==> config.mk <==
export PLATFORM = sky130hd
export DESIGN_NAME = ffbp_ctrl_flat
export DESIGN_NICKNAME = d
export VERILOG_FILES = /design/src/rtl/ffbp_pkg.sv /design/src/rtl/ffbp_if.sv /design/src/rtl/ffbp_ctrl.sv /design/src/flat_wrapper.sv
export SDC_FILE = /design/constraint.sdc
export NUM_CORES = 1
export LEC_CHECK = 0
export BUFFER_PORTS_ARGS = -buffer_cell sky130_fd_sc_hd__buf_2
export CAP_MARGIN = 5
export CORE_UTILIZATION = 30
export DETAILED_ROUTE_END_ITERATION = 8
export PLACE_DENSITY_LB_ADDON = 0.1
export SYNTH_ARGS = -nofsm -noshare
export SYNTH_HDL_FRONTEND = slang
export SYNTH_SLANG_ARGS = --single-unit
==> constraint.sdc <==
create_clock -name clk -period 6.9 [get_ports clk]
set_clock_uncertainty 0.05 [all_clocks]
set_input_delay 1.035 -clock clk [delete_from_list [all_inputs] [get_ports clk]]
set_output_delay 1.035 -clock clk [all_outputs]
set_load 0.02 [all_outputs]
==> src/rtl/ffbp_pkg.sv <==
// ----------------------------------------------------------------------------
// ffbp_pkg: shared types and constants
// Grid size, internal edge width, the ring control group passed from the scan
// controller to the column ring, and the controller status group.
// ----------------------------------------------------------------------------
`default_nettype none
package ffbp_pkg;

  localparam int GRID_ROWS   = 64;
  localparam int GRID_COLS   = 1024;
  localparam int COL_W       = $clog2(GRID_COLS);
  localparam int EDGE_W      = 18;
  localparam int BOUND_W_MAX = 2047;

  typedef logic [GRID_ROWS-1:0] row_t;

  typedef struct packed {
    logic shift;
    row_t tail_word;
  } ring_ctl_t;

  typedef struct packed {
    logic idle;
    logic aligned;
  } ctrl_stat_t;

endpackage
`default_nettype wire

==> src/rtl/ffbp_if.sv <==
// ----------------------------------------------------------------------------
// ffbp_if: input and result channels
// Valid/ready channels carrying one item word and one result word.
// ----------------------------------------------------------------------------
`default_nettype none
interface ffbp_in_if;
  logic        valid;
  logic        ready;
  logic        operation;
  logic [9:0]  start_column;
  logic [10:0] tile_width;
  logic [6:0]  tile_height;
  logic [9:0]  offset_col;
  logic [5:0]  offset_row;

  modport source (output valid, operation, start_column, tile_width, tile_height,
                  offset_col, offset_row, input ready);
  modport sink (input valid, operation, start_column, tile_width, tile_height,
                offset_col, offset_row, output ready);
endinterface

interface ffbp_out_if;
  logic        valid;
  logic        ready;
  logic        placed;
  logic [9:0]  placed_column;
  logic [10:0] bound_width;
  logic [6:0]  bound_height;

  modport source (output valid, placed, placed_column, bound_width, bound_height,
                  input ready);
  modport sink (input valid, placed, placed_column, bound_width, bound_height,
                output ready);
endinterface
`default_nettype wire

==> src/rtl/ffbp_ctrl.sv <==
// ----------------------------------------------------------------------------
// ffbp_ctrl: scan controller
// Accepts items, runs the search and mark turns of the ring, keeps the
// bounds and holds the result word.
// ----------------------------------------------------------------------------
`default_nettype none
module ffbp_ctrl
  import ffbp_pkg::*;
(
  input  wire        clk,
  input  wire        rst_n,
  ffbp_in_if.sink    in_chan,
  ffbp_out_if.source out_chan,
  input  row_t       head_word,
  output ring_ctl_t  ring_ctl,
  output ctrl_stat_t stat
);

  typedef enum logic [1:0] {S_IDLE, S_SEARCH, S_MARK, S_DONE} state_t;

  state_t            state_r;
  logic [COL_W-1:0]  col_r;
  logic [EDGE_W-1:0] run_r, mstart_r, mend_r, right_r, dx_r, w_r;
  logic [6:0]        bottom_r;
  row_t              mask_r;
  logic              found_r, ok_r;
  logic [9:0]        origin_r;
  logic [10:0]       wb_r;
  logic [6:0]        hb_r;
  logic              out_valid_r, out_placed_r;
  logic [9:0]        out_col_r;
  logic [10:0]       out_bw_r;
  logic [6:0]        out_bh_r;

  logic              accept, last_col, free, in_rng;
  logic              rows_ok, pre_ok, place_ok, out_load;
  logic [7:0]        bottom;
  row_t              mask;
  logic [EDGE_W-1:0] e_start, e_dx, e_w, right_pre, fit_pre, col_e, run_nxt, cnext;
  logic [10:0]       right_sat, wb_nxt;
  logic [6:0]        hb_nxt;

  assign accept    = in_chan.valid && in_chan.ready;
  assign bottom    = 8'(in_chan.offset_row) + 8'(in_chan.tile_height);
  assign mask      = (~({GRID_ROWS{1'b1}} << in_chan.tile_height)) << in_chan.offset_row;
  assign e_start   = EDGE_W'(in_chan.start_column);
  assign e_dx      = EDGE_W'(in_chan.offset_col);
  assign e_w       = EDGE_W'(in_chan.tile_width);
  assign right_pre = e_start + e_dx + e_w;
  assign fit_pre   = e_dx + e_w;
  assign rows_ok   = (bottom <= 8'(GRID_ROWS));
  assign pre_ok    = rows_ok && !in_chan.operation && (right_pre <= EDGE_W'(GRID_COLS));
  assign place_ok  = rows_ok && in_chan.operation && (fit_pre <= EDGE_W'(GRID_COLS));
  assign last_col  = (col_r == COL_W'(GRID_COLS - 1));
  assign col_e     = EDGE_W'(col_r);
  assign cnext     = col_e + EDGE_W'(1);
  assign free      = ((head_word & mask_r) == '0);
  assign run_nxt   = free ? run_r + EDGE_W'(1) : '0;
  assign in_rng    = (col_e >= mstart_r) && (col_e < mend_r);
  assign right_sat = (right_r > EDGE_W'(BOUND_W_MAX)) ? 11'(BOUND_W_MAX) : right_r[10:0];
  assign wb_nxt    = (ok_r && right_sat > wb_r) ? right_sat : wb_r;
  assign hb_nxt    = (ok_r && bottom_r > hb_r) ? bottom_r : hb_r;
  assign out_load  = (state_r == S_DONE) && (!out_valid_r || out_chan.ready);

  assign in_chan.ready = (state_r == S_IDLE);
  assign ring_ctl.shift = (state_r == S_SEARCH) || (state_r == S_MARK);
  assign ring_ctl.tail_word = (state_r == S_MARK && in_rng) ? (head_word | mask_r) : head_word;
  assign stat.idle    = (state_r == S_IDLE);
  assign stat.aligned = (col_r == '0);

  assign out_chan.valid         = out_valid_r;
  assign out_chan.placed        = out_placed_r;
  assign out_chan.placed_column = out_col_r;
  assign out_chan.bound_width   = out_bw_r;
  assign out_chan.bound_height  = out_bh_r;

  always_ff @(posedge clk) begin
    if (!rst_n) begin
      state_r     <= S_IDLE;
      col_r       <= '0;
      found_r     <= 1'b0;
      ok_r        <= 1'b0;
      wb_r        <= '0;
      hb_r        <= '0;
      out_valid_r <= 1'b0;
    end else begin
      if (out_load) begin
        out_valid_r <= 1'b1;
      end else if (out_chan.valid && out_chan.ready) begin
        out_valid_r <= 1'b0;
      end
      unique case (state_r)
        S_IDLE: begin
          if (accept) begin
            mask_r   <= mask;
            bottom_r <= bottom[6:0];
            dx_r     <= e_dx;
            w_r      <= e_w;
            run_r    <= '0;
            found_r  <= 1'b0;
            if (pre_ok) begin
              ok_r     <= 1'b1;
              origin_r <= in_chan.start_column;
              mstart_r <= e_start + e_dx;
              mend_r   <= right_pre;
              right_r  <= right_pre;
              state_r  <= S_MARK;
            end else if (place_ok && in_chan.tile_width != '0) begin
              ok_r     <= 1'b0;
              origin_r <= '0;
              state_r  <= S_SEARCH;
            end else if (place_ok) begin
              ok_r     <= 1'b1;
              origin_r <= '0;
              right_r  <= e_dx;
              state_r  <= S_DONE;
            end else begin
              ok_r     <= 1'b0;
              origin_r <= '0;
              state_r  <= S_DONE;
            end
          end
        end
        S_SEARCH: begin
          if (!found_r && col_e >= dx_r) begin
            run_r <= run_nxt;
            if (run_nxt >= w_r) begin
              found_r  <= 1'b1;
              mstart_r <= cnext - w_r;
              mend_r   <= cnext;
              right_r  <= cnext;
              origin_r <= 10'(cnext - w_r - dx_r);
            end
          end
          col_r <= col_r + COL_W'(1);
          if (last_col) begin
            if (found_r || (col_e >= dx_r && run_nxt >= w_r)) begin
              ok_r    <= 1'b1;
              state_r <= S_MARK;
            end else begin
              state_r <= S_DONE;
            end
          end
        end
        S_MARK: begin
          col_r <= col_r + COL_W'(1);
          if (last_col) begin
            state_r <= S_DONE;
          end
        end
        S_DONE: begin
          if (out_load) begin
            wb_r         <= wb_nxt;
            hb_r         <= hb_nxt;
            out_placed_r <= ok_r;
            out_col_r    <= ok_r ? origin_r : '0;
            out_bw_r     <= wb_nxt;
            out_bh_r     <= hb_nxt;
            state_r      <= S_IDLE;
          end
        end
        default: state_r <= S_IDLE;
      endcase
    end
  end

endmodule
`default_nettype wire

==> src/flat_wrapper.sv <==
// flat-port wrapper written by rule: the top's interface ports become plain ports
module ffbp_ctrl_flat import ffbp_pkg::*;
  (clk, rst_n, head_word, ring_ctl, stat, in_chan_valid, in_chan_operation, in_chan_start_column, in_chan_tile_width, in_chan_tile_height, in_chan_offset_col, in_chan_offset_row, in_chan_ready, out_chan_valid, out_chan_placed, out_chan_placed_column, out_chan_bound_width, out_chan_bound_height, out_chan_ready);
  ffbp_in_if in_chan_i ();
  ffbp_out_if out_chan_i ();
  input  wire clk;
  input  wire rst_n;
  input  row_t head_word;
  output ring_ctl_t ring_ctl;
  output ctrl_stat_t stat;
  input wire logic [$bits(in_chan_i.valid)-1:0] in_chan_valid;
  input wire logic [$bits(in_chan_i.operation)-1:0] in_chan_operation;
  input wire logic [$bits(in_chan_i.start_column)-1:0] in_chan_start_column;
  input wire logic [$bits(in_chan_i.tile_width)-1:0] in_chan_tile_width;
  input wire logic [$bits(in_chan_i.tile_height)-1:0] in_chan_tile_height;
  input wire logic [$bits(in_chan_i.offset_col)-1:0] in_chan_offset_col;
  input wire logic [$bits(in_chan_i.offset_row)-1:0] in_chan_offset_row;
  output wire logic [$bits(in_chan_i.ready)-1:0] in_chan_ready;
  output wire logic [$bits(out_chan_i.valid)-1:0] out_chan_valid;
  output wire logic [$bits(out_chan_i.placed)-1:0] out_chan_placed;
  output wire logic [$bits(out_chan_i.placed_column)-1:0] out_chan_placed_column;
  output wire logic [$bits(out_chan_i.bound_width)-1:0] out_chan_bound_width;
  output wire logic [$bits(out_chan_i.bound_height)-1:0] out_chan_bound_height;
  input wire logic [$bits(out_chan_i.ready)-1:0] out_chan_ready;
  assign in_chan_i.valid = in_chan_valid;
  assign in_chan_i.operation = in_chan_operation;
  assign in_chan_i.start_column = in_chan_start_column;
  assign in_chan_i.tile_width = in_chan_tile_width;
  assign in_chan_i.tile_height = in_chan_tile_height;
  assign in_chan_i.offset_col = in_chan_offset_col;
  assign in_chan_i.offset_row = in_chan_offset_row;
  assign in_chan_ready = in_chan_i.ready;
  assign out_chan_valid = out_chan_i.valid;
  assign out_chan_placed = out_chan_i.placed;
  assign out_chan_placed_column = out_chan_i.placed_column;
  assign out_chan_bound_width = out_chan_i.bound_width;
  assign out_chan_bound_height = out_chan_i.bound_height;
  assign out_chan_i.ready = out_chan_ready;
  ffbp_ctrl u_core (.clk(clk), .rst_n(rst_n), .in_chan(in_chan_i), .out_chan(out_chan_i), .head_word(head_word), .ring_ctl(ring_ctl), .stat(stat));
endmodule
==> run metrics <==
result of the run=completed; unrepaired setup endpoints after global routing=no; share of synthesized area occupied by flip-flops and latches=37.08%; placeable core region=0.05520 mm2; buffers from clock root to sink, at most=3; kind of end point of the critical path=register; Worst Setup Start Kind=input port; critical path start-end classification=in -> reg; syn_nets=2031; top cell type by total area after synthesis=edfxtp_1; initial core utilization=30.37%; drt first-iter violations=992; number of setup buffers added after CTS=0; number of pins with negative max-slew slack in the final report=0; routed wire length on met2=31.10 mm; routed length on met3=2.236 mm; Final WS setup=1.638 ns; DR pass1 iterations=5; CTS clock-pin slew for the worst setup and hold paths=0.06 ns; largest incremental delay on the critical path=0.51 ns; Distinct cells, synth=97; top cell type's share of synthesized area=33.14%; register-to-register path setup slack=1.88 ns; slew of the pin with the lowest slew margin=1.139 ns; endpoints failing setup=0; logic depth of the worst register-to-register path=16; wire length of the first global-routing pass=89.56 mm; fraction of layout instances using a drive strength above 1=19.59%; initial antenna violation count=1; wire length per cell after detailed routing=22.17 um; slowest CP cell=a2111oi_4; insertion delay to the later sink of the worst-skew pair=0.57 ns; Post-CTS Resized=0; setup TNS=0 ns; cell area after synthesis=0.01676 mm2; top area cells in the synthesized netlist=edfxtp_1, ha_1, a21o_1, dfxtp_1, nor2_1; power density over cell area=265.2 mW/mm2; M1 wire length=25.11 mm; number of port buffers=210; final weighted congestion in routability-driven placement=0.9210; total half-perimeter wirelength after legalization and detailed placement=46.16 mm; Critical Path Start=in_chan_offset_col[0]; synth-to-layout area growth=16.76%; number of sinks handled by clock tree synthesis=218; asr flop ratio synth=0%; worst hold-check path type=reg -> reg; post-DR vias/cell=5.421; pin count of the biggest net entering global routing=87; worst slew margin relative to its limit=23.81%; Arrival @ worst endpoint=5.44 ns; drt total wl=60.29 mm; max-capacitance violation count=0; most frequently used flop master after synthesis=edfxtp_1; final standard cell utilization of the core=35.46%; number of DRC violations after detailed routing=0; Post-DRT Antenna Nets=0; number of instances in the synthesized netlist=1790; via count of the first global-routing pass=14436; end of the worst register-to-register path=u_core.mstart_r[6]; Final Critical Period=5.262 ns; synthesized area per cell=9.366 um2; total clock buffers created by CTS=29; I/O pin cnt=211; CP max FO=20; area occupied by multi-input gates=0.009746 mm2; FF/Latch Area=0.006216 mm2; uppermost layer routed=met4; data required time at the worst endpoint=7.08 ns; share of the clock period used by the worst path=76.26%; Die Wd=238.4 um; Reg-to-Reg Start=u_core.mask_r[39]; leakage power summed over all cells=0.008073 uW; endpoints failing hold=0; total routing usage reported by global routing=20.76%; number of filler cells placed in the layout=5723; count of flip-flops with a built-in enable after synthesis=185; maximum operating frequency=190.0 MHz; total via count in the routed design=14739; TritonCTS clock tree=done; die extent in y=238.4 um; clock root cell=clkbuf_16; cell-by-cell listing of the critical path=buf_2 > ha_1 > fa_1 > a21o_1 > a21oi_1 > o21bai_1 > a21oi_1 > o21ai_0 > a31o_2 > ha_1 > inv_1 > or3_1 > mux2i_1 > a2111oi_4 > a41o_1 > buf_4 > nand2_4 > a21oi_2 > buf_4; global-route congestion overflow total=0; dpl cell area=0.01853 mm2; floorplan die area=0.05683 mm2; Non-Filler Cell Area, Final=0.01958 mm2; capturing instance or port of the critical path=u_core.mstart_r[6]; net total in the final layout=2189; hold_buf cts=0; flops & latches, synth=218; CTS HTree Levels=1; number of rows in the core area=86; worst setup slack before clock tree synthesis=1.036 ns; Max rail drop VDD=0.1980 mV; number of warnings printed during yosys synthesis=0
[routing by layer]
layer | GRT usage, % | vias to the layer above
li1 | - | 7079
met1 | 25.28 | 7171
met2 | 38.13 | 397
met3 | 1.932 | 92
met4 | 6.740 | 0
met5 | 0 | -
[worst min-delay path by stage]
stage,slack (ns),cells after the start,to,startpoint
2_1_floorplan,0.40,2,u_core.hb_r[1],u_core.hb_r[1]
3_3_place_gp,0.42,2,u_core.hb_r[6],u_core.hb_r[6]
3_5_place_dp,0.43,2,u_core.hb_r[2],u_core.hb_r[2]
4_1_cts,0.44,2,u_core.hb_r[2],u_core.hb_r[2]
5_1_grt,0.47,2,u_core.wb_r[1],u_core.wb_r[1]
6_report,0.44,2,u_core.hb_r[6],u_core.hb_r[6]
[stage by stage]
step | hold WS, ns | instances | total power, uW
2_1_floorplan | 0.4045 | 1790 | 2943
3_3_place_gp | 0.4188 | 2665 | 3560
3_5_place_dp | 0.4251 | 2665 | 3560
4_1_cts | 0.4381 | 2718 | 5247
5_1_grt | 0.4664 | 2718 | 5455
6_report | 0.4360 | 2719 | 5192
[state kept, by name, summed over array words and instances (netlist names), 11 cells and up]
name / cells
u_core.mask_r: 64
u_core.run_r: 18
u_core.mend_r: 12
u_core.mstart_r: 12
u_core.right_r: 12
u_core.out_chan.bound_width: 11
u_core.w_r: 11
u_core.wb_r: 11
[where the power goes]
group          internal (uW)  switching (uW)  leakage [uW]  total (uW)
Sequential              1660            92.1       0.00199        1750
Combinational            623            1160       0.00557        1780
Clock                   1030             631      0.000515        1660
Total                   3310            1880       0.00807        5190
[cell usage after synthesis (all sizes together) (32+ instances only)]
cell and count:
ha 122, xor2 32, nor2 151, clkbuf 78, a21oi 99, nor3 46
nand2 114, mux2 47, edfxtp 185, nand3 36, o21ai 106, dfxtp 33
a21o 95, inv 101, xnor2 33, a211oi 48
[cell usage in the layout, fill, tap and decap left out, types with 14 or more instances in the layout]
master     instances
mux2_2            44
nand2_1          113
and3_1            16
xnor2_1           33
nand2b_1          18
a211oi_1          47
o21a_1            23
buf_4             23
ha_1             122
nor3_1            42
o21ai_0           97
a21oi_1           97
nand3_1           36
a221oi_1          23
edfxtp_1         185
mux2i_1           27
and2_1            19
a22o_1            20
buf_2            210
clkbuf_16         29
a31oi_1           18
inv_1            100
nand4_1           16
a21o_1            95
dfxtp_1           33
nor4_1            14
or2_2             22
a2111oi_0         14
nor2_1           149
xor2_1            32
o22ai_1           15
[area by class of cell]
class                           instances  share of cell area (%)
Clock inverter                         20                   1.381
Inverter                              104                   1.994
Multi-Input combinational cell       1361                   49.79
Sequential cell                       218                   31.75
Tap cell                              748                   4.781
Antenna cell                            1                 0.01278
Timing Repair Buffer                  234                   6.353
Clock buffer                           33                   3.937
[kinds of logic after synthesis]
logic type,count (synthesis),synth area share (%)
buffers and inverters,211,4.948
DFF,218,37.08
adders and majority gates,130,9.949
xor gates and xnor gates,65,3.396
muxes,78,5.306
AOI/OAI and AO/OA,580,24.47
and+or+nand+nor,507,14.83
other,1,0.02237
[worst max-delay path, delay by kind of cell]
family | cells | cell delay [ns]
buffers and inverters | 4 | 0.86
AND/OR/NAND/NOR | 2 | 0.26
multiplexers | 1 | 0.09
adder cells (fa/ha/maj) | 3 | 0.94
AO/OA/AOI/OAI | 9 | 2.22
Note: power is estimated with default switching activity, not from simulation.
